File: src/hdl/flp3_pkg.sv
// Package for the 3D Gaussian low-pass unit.
// Holds the item structs, register indexes and the per-item filter mode.
// No dependencies.
`timescale 1ns / 1ps

package flp3_pkg;

    localparam int COEF_WIDTH = 32;
    localparam int ROOT_W     = 15;
    localparam int QUOT_W     = 20;

    typedef enum logic [2:0] {
        REG_SIZE_X        = 3'd0,
        REG_SIZE_Y        = 3'd1,
        REG_SIZE_Z        = 3'd2,
        REG_CUTOFF_RADIUS = 3'd3,
        REG_SMOOTH_WIDTH  = 3'd4
    } reg_idx_t;

    typedef enum logic [1:0] {
        MODE_PASS  = 2'd0,
        MODE_HARD  = 2'd1,
        MODE_GAUSS = 2'd2
    } mode_t;

    typedef struct packed {
        logic [7:0]                   coord_x;
        logic [7:0]                   coord_y;
        logic [7:0]                   coord_z;
        logic signed [COEF_WIDTH-1:0] coef_re;
        logic signed [COEF_WIDTH-1:0] coef_im;
    } in_t;

    typedef struct packed {
        logic signed [COEF_WIDTH-1:0] out_re;
        logic signed [COEF_WIDTH-1:0] out_im;
        logic                         out_of_range;
    } out_t;

    typedef struct packed {
        logic signed [COEF_WIDTH-1:0] re;
        logic signed [COEF_WIDTH-1:0] im;
        mode_t                        mode;
        logic                         oor;
    } side_t;

endpackage

File: src/hdl/flp3_div.sv
// Pipelined restoring divider, one quotient bit per stage.
// Carries the item sideband alongside; depends on flp3_pkg.
`timescale 1ns / 1ps

module flp3_div (
    input  logic                        clk,
    input  logic                        rst_n,
    input  logic                        in_valid,
    input  logic [31:0]                 rem_init,
    input  logic [3:0]                  low_bits,
    input  logic [31:0]                 divisor,
    input  flp3_pkg::side_t             in_side,
    output logic                        out_valid,
    output logic [flp3_pkg::QUOT_W-1:0] quot,
    output flp3_pkg::side_t             out_side
);
    import flp3_pkg::*;

    localparam int NS = QUOT_W;

    logic [31:0]       rem_reg  [0:NS-1];
    logic [QUOT_W-1:0] quot_reg [0:NS-1];
    logic [3:0]        low_reg  [0:NS-1];
    side_t             side_reg [0:NS-1];
    logic              vld_reg  [0:NS-1];

    genvar i;
    generate
        for (i = 0; i < NS; i++) begin : g_stage
            logic [31:0]       p_rem;
            logic [QUOT_W-1:0] p_quot;
            logic [3:0]        p_low;
            side_t             p_side;
            logic              p_vld;
            logic              nbit;
            logic [32:0]       cand;
            logic              ge;
            logic [31:0]       rem_next;

            if (i == 0) begin : g_first
                assign p_rem  = rem_init;
                assign p_quot = '0;
                assign p_low  = low_bits;
                assign p_side = in_side;
                assign p_vld  = in_valid;
            end else begin : g_rest
                assign p_rem  = rem_reg[i-1];
                assign p_quot = quot_reg[i-1];
                assign p_low  = low_reg[i-1];
                assign p_side = side_reg[i-1];
                assign p_vld  = vld_reg[i-1];
            end

            if (i < 4) begin : g_num
                assign nbit = p_low[3-i];
            end else begin : g_zero
                assign nbit = 1'b0;
            end

            assign cand     = {p_rem, nbit};
            assign ge       = (cand >= {1'b0, divisor});
            assign rem_next = ge ? 32'(cand - {1'b0, divisor}) : cand[31:0];

            always_ff @(posedge clk or negedge rst_n)
            begin
                if (!rst_n)
                begin
                    vld_reg[i] <= 1'b0;
                end
                else
                begin
                    vld_reg[i] <= p_vld;
                end
            end

            always_ff @(posedge clk)
            begin
                rem_reg[i]  <= rem_next;
                quot_reg[i] <= {p_quot[QUOT_W-2:0], ge};
                low_reg[i]  <= p_low;
                side_reg[i] <= p_side;
            end
        end
    endgenerate

    assign out_valid = vld_reg[NS-1];
    assign quot      = quot_reg[NS-1];
    assign out_side  = side_reg[NS-1];

endmodule

File: config.mk
export PLATFORM = sky130hd
export DESIGN_NAME = flp3_div
export DESIGN_NICKNAME = d
export VERILOG_FILES = /design/src/hdl/flp3_pkg.sv /design/src/hdl/flp3_div.sv
export SDC_FILE = /design/constraint.sdc
export NUM_CORES = 2
export LEC_CHECK = 0
export BUFFER_PORTS_ARGS = -buffer_cell sky130_fd_sc_hd__buf_4
export CAP_MARGIN = 25
export CORE_ASPECT_RATIO = 0.9
export CORE_MARGIN = 2
export CORE_UTILIZATION = 39
export CTS_CLUSTER_SIZE = 30
export DETAILED_ROUTE_END_ITERATION = 8
export PLACE_DENSITY = 0.64
export SLEW_MARGIN = 20
export SYNTH_ARGS = -nofsm -noshare
export SYNTH_HDL_FRONTEND = slang
export SYNTH_SLANG_ARGS = --single-unit
File: constraint.sdc
create_clock -name clk -period 9 [get_ports clk]
set_input_delay 0.9 -clock clk [delete_from_list [all_inputs] [get_ports clk]]
set_output_delay 0.9 -clock clk [all_outputs]
set_load 0.005 [all_outputs]
==> Yosys cells after proc, flatten, opt, wreduce, memory -nomap -nowiden <==
Memory sizes are Yosys's and may differ from the RTL's.
Cells that the tools add are included.
{ "totals": {"register_bits": 20, "ramBits": 2460, "input_bits": 138, "out_inout_bits": 88, "wordCells": 84, "memories": 4} }
{ "memory_table": {"columns": ["name", "depth", "width", "rd", "rd_clocked_by_memory_dff", "write_ports", "line", "rtl"], "rows": [
  ["side_reg", 20, 67, 20, 0, 20, "flp3_div.sv:24", "side_t side_reg [0:NS-1];"],
  ["rem_reg", 20, 32, 19, 0, 20, "flp3_div.sv:21", "logic [31:0] rem_reg [0:NS-1];"],
  ["quot_reg", 20, 20, 20, 0, 20, "flp3_div.sv:22", "logic [QUOT_W-1:0] quot_reg [0:NS-1];"],
  ["low_reg", 20, 4, 19, 0, 20, "flp3_div.sv:23", "logic [3:0] low_reg [0:NS-1];"]
]} }
{ "classes": {"add_sub_neg": 20, "magnitude_cmp": 20, "n_mux": 20} }
{ "ops": {"columns": ["op", "n"], "rows": [
  ["greater-or-equal comparator 33 x 32 -> 1 bit", 20],
  ["2-to-1 mux 32 bit", 20],
  ["subtractor 32 bit", 20]
]} }

==> Longest topological paths before layout <==
An unclocked memory read counts as a cell.
{ "logic_depth": {"ltp_word": 3, "ltp_mapped": 15, "mapped_depth_nobuf": 13} }

==> Least setup slack after synthesis <==
Ideal clock, no wire load.
{ "synth_path": {"path_kind": "input port to flip-flop", "start": "input port divisor[1]", "end": "memory rem_reg[15][4]", "setup_time_ns": 0.123, "t_arrival_ns": 3.905, "required_ns": 8.877, "slack_ns": 4.972, "path_stages": 13, "n_path_buf": 2, "path_cell_list": "inv_1 ha_1 nor2b_1 o31a_1 o311ai_2 a21oi_1 a211oi_2 o21ai_1 a31oi_1 o211a_1 buf_2 buf_4 mux2_1"} }
{ "synth_lines": {"columns": ["element", "line", "rtl"], "rows": [
  ["start, declared", "flp3_div.sv:11", "input logic [31:0] divisor,"],
  ["end, declared", "flp3_div.sv:21", null]
]} }

==> impl_results.md <==
* CTS Sinks at between 2000 and 2500
* FF-to-FF path depth at 11
* Initial Utilization at just under 40%
* Setup_tns at 0 ps
* Static leakage at about 40 nW
* DRT antenna net count at 0
* DR WL/cell at ~18 µm
* Min setup slack post-route at roughly 4000 ps
* Combinational share of power at between 40 and 50%
* Sequential Power Share at between 30% and 40%
* Tcrit/Tclk final at 55.99%
* Port Buffers at around 230
* Crit Path Class: input pin to register
* Core Region at 209100 µm²
* Most used flip-flop cell after synthesis: dfxtp_1
* Clock Tree Buf Depth at 3
* Placed cells at 10720
* Post-synthesis cell type count at a little under 100
* Remaining global-route overflow at 0
* Slew @ Worst Pin at just under 1000 ps
* Hold slack final at 140.1 ps
* H-tree levels at 4
* Ys async rst share at less than 1%
* Final setup violation count at 0
* Sw Share at a little under two fifths
* Setup Fix Bufs, Post-CTS at 0
* Placement Cell Area at 87030 µm²
* Status: complete, no violations
* CTS tree: done
* Top cell type's share of synthesized area at a little over half
* WP data arrival at slightly below 6000 ps
* Hold depth at 1
* TritonRoute pass-1 iters at 6
* Flops & latches, synth at 2184
* Synth top cells by count: 2164 x dfxtp_1, 662 x a21oi_1, 639 x ha_1, 550 x nand2_1, 486 x nor2_1
* Proportion of layout cells with a drive suffix above 1 at 9.286%
* Synth warn at 0
* Hold path endpoint: side_reg[0][63]
* Unrepaired setup endpoints after global routing: no
* Hold Crit Class: input pin to register
* Max-cap viol count at 0
* Area Overhead vs Synth at 15.04%
* CP max stage cell: a211oi_4
* Final std cells w/o fill at 11120
* Largest net degree at the start of global routing at 64
* Critical R2R Capture: rem_reg[15][3]
* Hold path start: in_side[63]
* GRT Util Overall at 18.70%
* Total wire length at between 200000 and 250000 µm
* # IOs at between 200 and 250
* Vias post-DR at ~58000
* Largest register FFs at ~1300
* Crit path top cell by count: buf_4
* ANT cells at 0
* CP Cell Sequence: buf_4, inv_1, buf_4, ha_1, a21oi_1, nand2_1, o21ai_0, a211oi_1, o21ai_1, o221ai_1, nor3_1, o21ai_1, a211oi_4, buf_4, mux2_2
* Clock root cell: clkbuf_16
* Post-synth EDFFs at 0
* Drt initial violations at between 4000 and 5000
* Clock Latency Late Sink at roughly 850 ps
* Cts bufs inserted at 215
* Tot Pwr at between 30 and 40 mW
* R2r setup slk at around 4900 ps
* Worst vdd ir at between 0.2 and 0.3 mV
* Final Hold Fails at 0
* Slew Limit Fails at 0
* Max Clock Skew at 62.94 ps
* Final nets at ~8900
* Avg Cell Area, Syn at between 10 and 15 µm²
* CP startpoint: divisor[10]
* Vias per cell at roughly 5.2
* Post-route cell area at between 90000 and 100000 µm²
* PwrDens at between 400 and 500 nW/µm²
* Relative slew slack at around a third
* Type of origin of the critical path: input pin
* Post-DP HPWL at 147900 µm
* Seq/Total Area, Yosys at 53.29%
* Synthesized area at a little over 80000 µm²
* Critical Path End Type: register
* Detailed-route DRC error count at 0
* Clk slew on worst S/H paths at 70 ps
* CP max FO at 19
* Vias in the first global route at 54730
* Tmin final at approximately 5000 ps
* WP data required at between 9000 and 10000 ps
* Syn nets at between 8000 and 9000
* Die Ht at ~440 µm
* Internal power at 24.25 mW
* Reg2reg start: rem_reg[14][0]
* Fmax at between 0.15 and 0.2 GHz
* Sw power at 14.76 mW
* Final core occ at 45.25%
* Initial antenna violation count at 9
* Die width at slightly below 500 µm
* First-pass GRT wire length at 314900 µm
* Routability congestion estimate at a little over 0.9
* Most frequent cell after synthesis: dfxtp_1
* CP top delay family: compound AO/OA/AOI/OAI gates
* Synth Instances at 7846
* Crit-path max cell delay at between 700 and 800 ps
* Area contributors post-synth: dfxtp_1 53%, ha_1 9.7%, a21oi_1 4.0%
* Row cnt at between 150 and 200
* Top cell type by total area after synthesis: dfxtp_1
* Clock power frac at 23.7%
* Total die area at 214600 µm²
* CP Buf/Inv Count at 4
* Pre-CTS setup slack at approximately 3100 ps
==> per-layer routing <==
layer / global-route usage, % / part of all wire [%] / up-vias
li1: - / - / 28440
met1: 25.79 / 46 / 26970
met2: 29.24 / 44 / 1722
met3: 3.308 / 6.4 / 379
met4: 6.727 / 3.6 / 0
met5: 0 / 0 / -
==> area by class of cell <==
type,count,area (µm²)
Clock inverter,120,1612
Sequential cell,2184,43820
Multi-Input combinational cell,5237,36790
Tap cell,2817,3525
Timing Repair Buffer,290,2180
Inverter,193,724.4
Clock buffer,279,5951
Fill cell,19340,114500
==> placed cells by master (no fill, tap or decap), drive strengths merged, types with 68 or more instances in the layout <==
cell type and count:
dfxtp 2164, a21oi 667, ha 639, nand2 550
o21ai 531, nor2 486, a21o 339, xnor2 311
buf 289, clkbuf 279, inv 209, xor2 206
mux2 187, nand4 122, nand3 105, nor3 93
o21bai 88, nor2b 87, o21a 84, clkinv 68
==> power by group through the flow <==
stage	clock [mW]	combinational (mW)	sequential [mW]
after CTS	9.54	16.0	13.6
after floorplan	0	12.6	12.8
final	9.25	16.2	13.6
after detailed placement	0	15.9	13.8
after global routing	9.94	18.0	13.7
after global placement	0	15.6	13.8
==> logic make-up after synthesis <==
family                     synth area share [%]
xor gates and xnor gates                  5.506
DFF                                       53.29
adders and majority gates                 10.18
muxes                                     2.743
AOI/OAI and AO/OA                         16.36
and+or+nand+nor                           9.824
buffers and inverters                     2.097
==> what timing repair did <==
action	CTS	global route
endpoints found under the hold margin	20	0
endpoints found under the setup margin	0	0
gates resized for setup	0	0
hold buffers	1	0
==> worst max-delay path by stage <==
stage / endpoint / depth (start not counted)
floorplan: rem_reg[15][4] / 13
global placement: rem_reg[0][31] / 15
detailed placement: rem_reg[0][31] / 15
CTS: rem_reg[15][3] / 14
global route: rem_reg[15][3] / 14
finish: rem_reg[0][31] / 15
No activity file was read; power rests on OpenSTA's default activity.
