$ cat config.mk
export PLATFORM = sky130hd
export DESIGN_NAME = flp3_isqrt
export DESIGN_NICKNAME = d
export VERILOG_FILES = /design/src/hdl/flp3_pkg.sv /design/src/hdl/flp3_isqrt.sv
export SDC_FILE = /design/constraint.sdc
export NUM_CORES = 1
export LEC_CHECK = 0
export ABC_AREA = 1
export BUFFER_PORTS_ARGS = -buffer_cell sky130_fd_sc_hd__clkbuf_2
export CAP_MARGIN = 20
export CORE_ASPECT_RATIO = 1.4
export CORE_MARGIN = 3
export CORE_UTILIZATION = 50
export DETAILED_ROUTE_END_ITERATION = 8
export PLACE_DENSITY_LB_ADDON = 0.25
export SYNTH_ARGS = -nofsm -noshare
export SYNTH_HDL_FRONTEND = slang
export SYNTH_SLANG_ARGS = --single-unit
$ cat constraint.sdc
create_clock -name clk -period 3 [get_ports clk]
set_clock_uncertainty 0.1 [all_clocks]
set_input_delay 0.3 -clock clk [delete_from_list [all_inputs] [get_ports clk]]
set_output_delay 0.3 -clock clk [all_outputs]
set_load 0.02 [all_outputs]
$ cat src/hdl/flp3_pkg.sv
// Package for the 3D Gaussian low-pass unit.
// Holds the item structs, register indexes and the per-item filter mode.
// No dependencies.
`timescale 1ns / 1ps

package flp3_pkg;

    localparam int COEF_WIDTH = 32;
    localparam int ROOT_W     = 15;
    localparam int QUOT_W     = 20;

    typedef enum logic [2:0] {
        REG_SIZE_X        = 3'd0,
        REG_SIZE_Y        = 3'd1,
        REG_SIZE_Z        = 3'd2,
        REG_CUTOFF_RADIUS = 3'd3,
        REG_SMOOTH_WIDTH  = 3'd4
    } reg_idx_t;

    typedef enum logic [1:0] {
        MODE_PASS  = 2'd0,
        MODE_HARD  = 2'd1,
        MODE_GAUSS = 2'd2
    } mode_t;

    typedef struct packed {
        logic [7:0]                   coord_x;
        logic [7:0]                   coord_y;
        logic [7:0]                   coord_z;
        logic signed [COEF_WIDTH-1:0] coef_re;
        logic signed [COEF_WIDTH-1:0] coef_im;
    } in_t;

    typedef struct packed {
        logic signed [COEF_WIDTH-1:0] out_re;
        logic signed [COEF_WIDTH-1:0] out_im;
        logic                         out_of_range;
    } out_t;

    typedef struct packed {
        logic signed [COEF_WIDTH-1:0] re;
        logic signed [COEF_WIDTH-1:0] im;
        mode_t                        mode;
        logic                         oor;
    } side_t;

endpackage

$ cat src/hdl/flp3_isqrt.sv
// Pipelined integer square root, one result bit per stage.
// Carries the item sideband alongside; depends on flp3_pkg.
`timescale 1ns / 1ps

module flp3_isqrt (
    input  logic                          clk,
    input  logic                          rst_n,
    input  logic                          in_valid,
    input  logic [2*flp3_pkg::ROOT_W-1:0] radicand,
    input  flp3_pkg::side_t               in_side,
    output logic                          out_valid,
    output logic [flp3_pkg::ROOT_W-1:0]   root,
    output flp3_pkg::side_t               out_side
);
    import flp3_pkg::*;

    localparam int NS = ROOT_W;

    logic [ROOT_W:0]     rem_reg  [0:NS-1];
    logic [ROOT_W-1:0]   root_reg [0:NS-1];
    logic [2*ROOT_W-1:0] rad_reg  [0:NS-1];
    side_t               side_reg [0:NS-1];
    logic                vld_reg  [0:NS-1];

    genvar i;
    generate
        for (i = 0; i < NS; i++) begin : g_stage
            localparam int K = NS - 1 - i;
            logic [ROOT_W:0]     p_rem;
            logic [ROOT_W-1:0]   p_root;
            logic [2*ROOT_W-1:0] p_rad;
            side_t               p_side;
            logic                p_vld;
            logic [ROOT_W+2:0]   cand;
            logic [ROOT_W+2:0]   trial;
            logic                ge;
            logic [ROOT_W:0]     rem_next;
            logic [ROOT_W-1:0]   root_next;

            if (i == 0) begin : g_first
                assign p_rem  = '0;
                assign p_root = '0;
                assign p_rad  = radicand;
                assign p_side = in_side;
                assign p_vld  = in_valid;
            end else begin : g_rest
                assign p_rem  = rem_reg[i-1];
                assign p_root = root_reg[i-1];
                assign p_rad  = rad_reg[i-1];
                assign p_side = side_reg[i-1];
                assign p_vld  = vld_reg[i-1];
            end

            assign cand      = {p_rem, p_rad[2*K+1 -: 2]};
            assign trial     = {1'b0, p_root, 2'b01};
            assign ge        = (cand >= trial);
            assign rem_next  = ge ? (ROOT_W + 1)'(cand - trial) : cand[ROOT_W:0];
            assign root_next = {p_root[ROOT_W-2:0], ge};

            always_ff @(posedge clk or negedge rst_n)
            begin
                if (!rst_n)
                begin
                    vld_reg[i] <= 1'b0;
                end
                else
                begin
                    vld_reg[i] <= p_vld;
                end
            end

            always_ff @(posedge clk)
            begin
                rem_reg[i]  <= rem_next;
                root_reg[i] <= root_next;
                rad_reg[i]  <= p_rad;
                side_reg[i] <= p_side;
            end
        end
    endgenerate

    assign out_valid = vld_reg[NS-1];
    assign root      = root_reg[NS-1];
    assign out_side  = side_reg[NS-1];

endmodule

==> Word level (Yosys, flattened, before mapping) <==
Memory sizes are Yosys's and may differ from the RTL's.
Cells that the tools add are included.
{ "op_classes": {"n_mux": 15, "order_cmp": 15, "n_addsub": 15} }
{ "ops": {"columns": ["op", "n"], "rows": [
  ["$ge 18x17->1", 14],
  ["$mux 16", 15],
  ["$sub 16x16->16", 14],
  ["$sub 2x1->3 const B", 1],
  ["$ge 2x1->1 const B", 1]
]} }
{ "word_totals": {"wordCells": 64, "reg_bits": 15, "memories": 4, "inputBits": 100, "mem_bits_rw": 1920} }
{ "memory_table": {"columns": ["name", "words", "word_bits", "rd", "rd_ports_with_merged_regs", "write_ports", "line", "rtl"], "rows": [
  ["side_reg", 15, 67, 15, 0, 15, "flp3_isqrt.sv:22", "side_t side_reg [0:NS-1];"],
  ["rad_reg", 15, 30, 14, 0, 15, "flp3_isqrt.sv:21", "logic [2*ROOT_W-1:0] rad_reg [0:NS-1];"],
  ["rem_reg", 15, 16, 14, 0, 15, "flp3_isqrt.sv:19", "logic [ROOT_W:0] rem_reg [0:NS-1];"],
  ["root_reg", 15, 15, 15, 0, 15, "flp3_isqrt.sv:20", "logic [ROOT_W-1:0] root_reg [0:NS-1];"]
]} }

==> Longest topological paths before layout <==
An unclocked memory read counts as a cell.
{ "depth": {"depth_word": 3, "depth_mapped": 14, "depth_no_buf": 13} }

==> Least setup slack after synthesis <==
Ideal clock, no wire load.
{ "synth_timing": {"path_type": "reg2reg", "startpoint": "memory root_reg[10][0]", "endpoint": "memory rem_reg[1][60] in the netlist's numbering", "period_less_slack_ns": 1.731, "path_stages_with_launch": 14, "n_path_buf": 2, "setup_ns": 0.113, "arrival_time_ns": 1.518, "t_required_ns": 2.787, "setup_slack_ns": 1.269, "path_cell_list": "dfxtp_1 > inv_1 > ha_1 > buf_2 > nand2_1 > nor2_1 > nand2_1 > nand3_1 > nand2_2 > nand3_4 > inv_4 > buf_6 > nand2_1 > nand2_1"} }
{ "synth_rtl": {"columns": ["item", "line"], "rows": [
  ["start, declared", "flp3_isqrt.sv:20"],
  ["end, declared", "flp3_isqrt.sv:19"]
]} }

==> impl_metrics.json <==
{
  "syn_nets": 4203,
  "finalSetupViolCount": 0,
  "synth_top_flop_cell": "dfxtp_1",
  "gp_congestion": 0.8965,
  "die_x_um": 253.9,
  "drt_wl_total_um": 72150,
  "numCtsBuffers": 135,
  "path_clk_slew_ps": 60,
  "ff_latch_area_um2": 31270,
  "largest_register_ffs": 1005,
  "die_y_um": 353.0,
  "final_cells": 5559,
  "portBuffers": 182,
  "placementRows": 126,
  "end_kind": "flop",
  "core_um2": 84820,
  "worstPathRequired_ps": 3500,
  "synthArstFlopShare": 0.009628,
  "yosysWarnings": 0,
  "status": "finished clean",
  "cts_tree": "yes",
  "synth_edf_count": 0,
  "setup_tns_ps": 0,
  "placedCellCount": 5219,
  "max_cap_viol_count": 0,
  "synth.distinct_cells": 45,
  "holdWs_ps": 123.2,
  "hold_violations": 0,
  "first_iter_violations": 802,
  "route.vias.total": 24810,
  "synth_top_area_frac": 0.7181,
  "cp_max_fo": 13,
  "power_uw": 47850,
  "p_leak_uw": 0.02468,
  "postRouteAntennaNets": 0,
  "syn_to_final_growth_pct": 18.09,
  "wl_per_cell_um": 12.98,
  "ys_seq_area_frac": 0.7268,
  "clockRootBuffer": "clkbuf_16",
  "drive_gt1_frac": 0.1060,
  "clk_path_buf_depth": 3,
  "die_area_um2": 89630,
  "synth.most_common_cell": "dfxtp_1",
  "final_nets": 4604,
  "multi_input_area_um2": 9568,
  "final_util": 0.5989,
  "cts_sinks": 1558,
  "grt_max_degree": 20,
  "htree_levels": 4,
  "yosys-top-cells-count": "dfxtp_1 (1543), nand2_1 (916), inv_1 (515), nor2_1 (188), nand3_1 (187)",
  "grt_overflow_total": 0,
  "startpoint_type": "flop",
  "synthCells": 3968,
  "p_per_area_nw_per_um2": 942.0,
  "max_freq_mhz": 428.5,
  "syn_area_um2": 43020,
  "maxSlewHeadroom": 0.5242,
  "insertion_delay_ps": 710,
  "synth_area_leaders": "dfxtp_1 (72%), nand2_1 (8.0%), inv_1 (4.5%), ha_1 (3.9%), nand3_1 (2.2%)",
  "yosys.area.top_type": "dfxtp_1",
  "ir_worst_vdd_uv": 674.7,
  "dp_hpwl_um": 50860,
  "antenna_found_initial": 0,
  "cts_setup_buffers": 0,
  "grtUsageTotal": 0.1621,
  "fillers": 6845,
  "fin_crit_sh": 0.7778,
  "crit_type": "reg2reg",
  "rsz0062_at_grt": "false",
  "grt_first_pass_wirelength_um": 116000,
  "dr.pass1.iters": 5,
  "hp-class": "in2reg",
  "grt_pass1_vias": 24730,
  "syn_area_per_cell_um2": 10.84,
  "synth_seq_cells": 1558,
  "finalMaxSlewViolations": 0,
  "arrival_ps": 2830,
  "start_util": 0.5072,
  "via_per_inst": 4.464,
  "drc_errors": 0,
  "num_antenna_cells": 0,
  "ios": 183,
  "fin_crit_ps": 2333,
  "worstMarginPinSlew_ps": 711.1
}
-- worst paths after layout --
check / slack (ps) / endpoint / depth (start not counted) / startpoint
max in group asynchronous: 1720 / g_stage[9].p_vld$_DFF_PN0_ / 3 / rst_n
min reg2reg: 200 / side_reg[1][163]$_DFF_P_ / 0 / side_reg[1][96]$_DFF_P_
max: 670 / rem_reg[0][118]$_DFF_P_ / 12 / root_reg[6][3]$_DFF_P_
max reg2reg: 670 / rem_reg[0][118]$_DFF_P_ / 12 / root_reg[6][3]$_DFF_P_
min: 120 / side_reg[0][58]$_DFF_P_ / 2 / in_side[58]
min in group asynchronous: 620 / g_stage[1].p_vld$_DFF_PN0_ / 3 / rst_n
-- critical path, cell delays in order (launching register included) --
cell and delay [ps]:
dfxtp_1 390, inv_1 60, ha_1 330, nand2_1 110, inv_1 70, a21oi_1 140
nand2_1 140, nand2_1 90, nand2_1 90, nor2_4 280, buf_4 250, nand2_1 60
o21ai_1 130
-- metal layers --
metal / share of wire / track usage
met1: 0.37 / 0.1533
met2: 0.55 / 0.3185
met3: 0.036 / 0.03374
met4: 0.049 / 0.08813
met5: 0 / 0
-- per-stage QoR --
stage | worst slack, ps | cell area, um^2
finish | 666.5 | 50800
global route | 472.6 | 50800
CTS | 655.6 | 50800
detailed placement | 675.3 | 45120
global placement | 678.7 | 45120
floorplan | 1269 | 43020
-- cells by family (layout without fill, tap and decap cells) --
| kind of cell | count (synthesis) | after routing | share of synthesized area |
|---|---|---|---|
| flops | 1558 | 1558 | 0.7268 |
| simple gates | 1440 | 1440 | 0.1410 |
| buf+inv | 550 | 1053 | 0.05073 |
| compound gates | 209 | 209 | 0.02676 |
| fa+ha+maj | 135 | 135 | 0.03927 |
| xor+xnor | 75 | 75 | 0.01527 |
| other cells | 1 | 1 | 0.00008718 |
-- placed cells by master (no fill, tap or decap), types with 7 or more instances in the layout --
cell and instances:
o21ai_0 58, nor3_1 35, or2_2 7, dfxtp_1 1543, a21oi_1 102, o21ai_1 21, nand2_1 916, ha_1 135
nand3_1 187, dlygate4sd3_1 101, clkbuf_16 137, inv_2 11, clkinv_16 7, xor2_1 49, and2_1 9, nand3b_1 14
dfrtp_1 15, clkbuf_8 21, xnor2_1 26, nand4_1 39, clkbuf_1 26, nand2_2 16, a21oi_2 9, nor2_2 11
bufinv_16 12, clkinv_2 19, clkbuf_2 182, inv_1 515, nor2_1 188
-- cell type report --
type,instances,area share
Clock inverter,55,0.01682
Timing Repair Buffer,287,0.03843
Tap cell,1088,0.02680
Sequential cell,1558,0.6155
Clock buffer,184,0.07510
Multi-Input combinational cell,1860,0.1884
Inverter,527,0.03899
-- report_power, final --
part           internal, uW  switching, uW
Clock                 10100           7390
Sequential            22800           1020
Combinational          2330           4170
Total                 35300          12600
-- what timing repair did --
action,4_1_cts,5_1_grt
endpoints found under the hold margin,114,0
hold buffers,101,0
gates resized for setup,0,0
setup endpoints to repair,0,0
(Power assumes the default switching activity.)
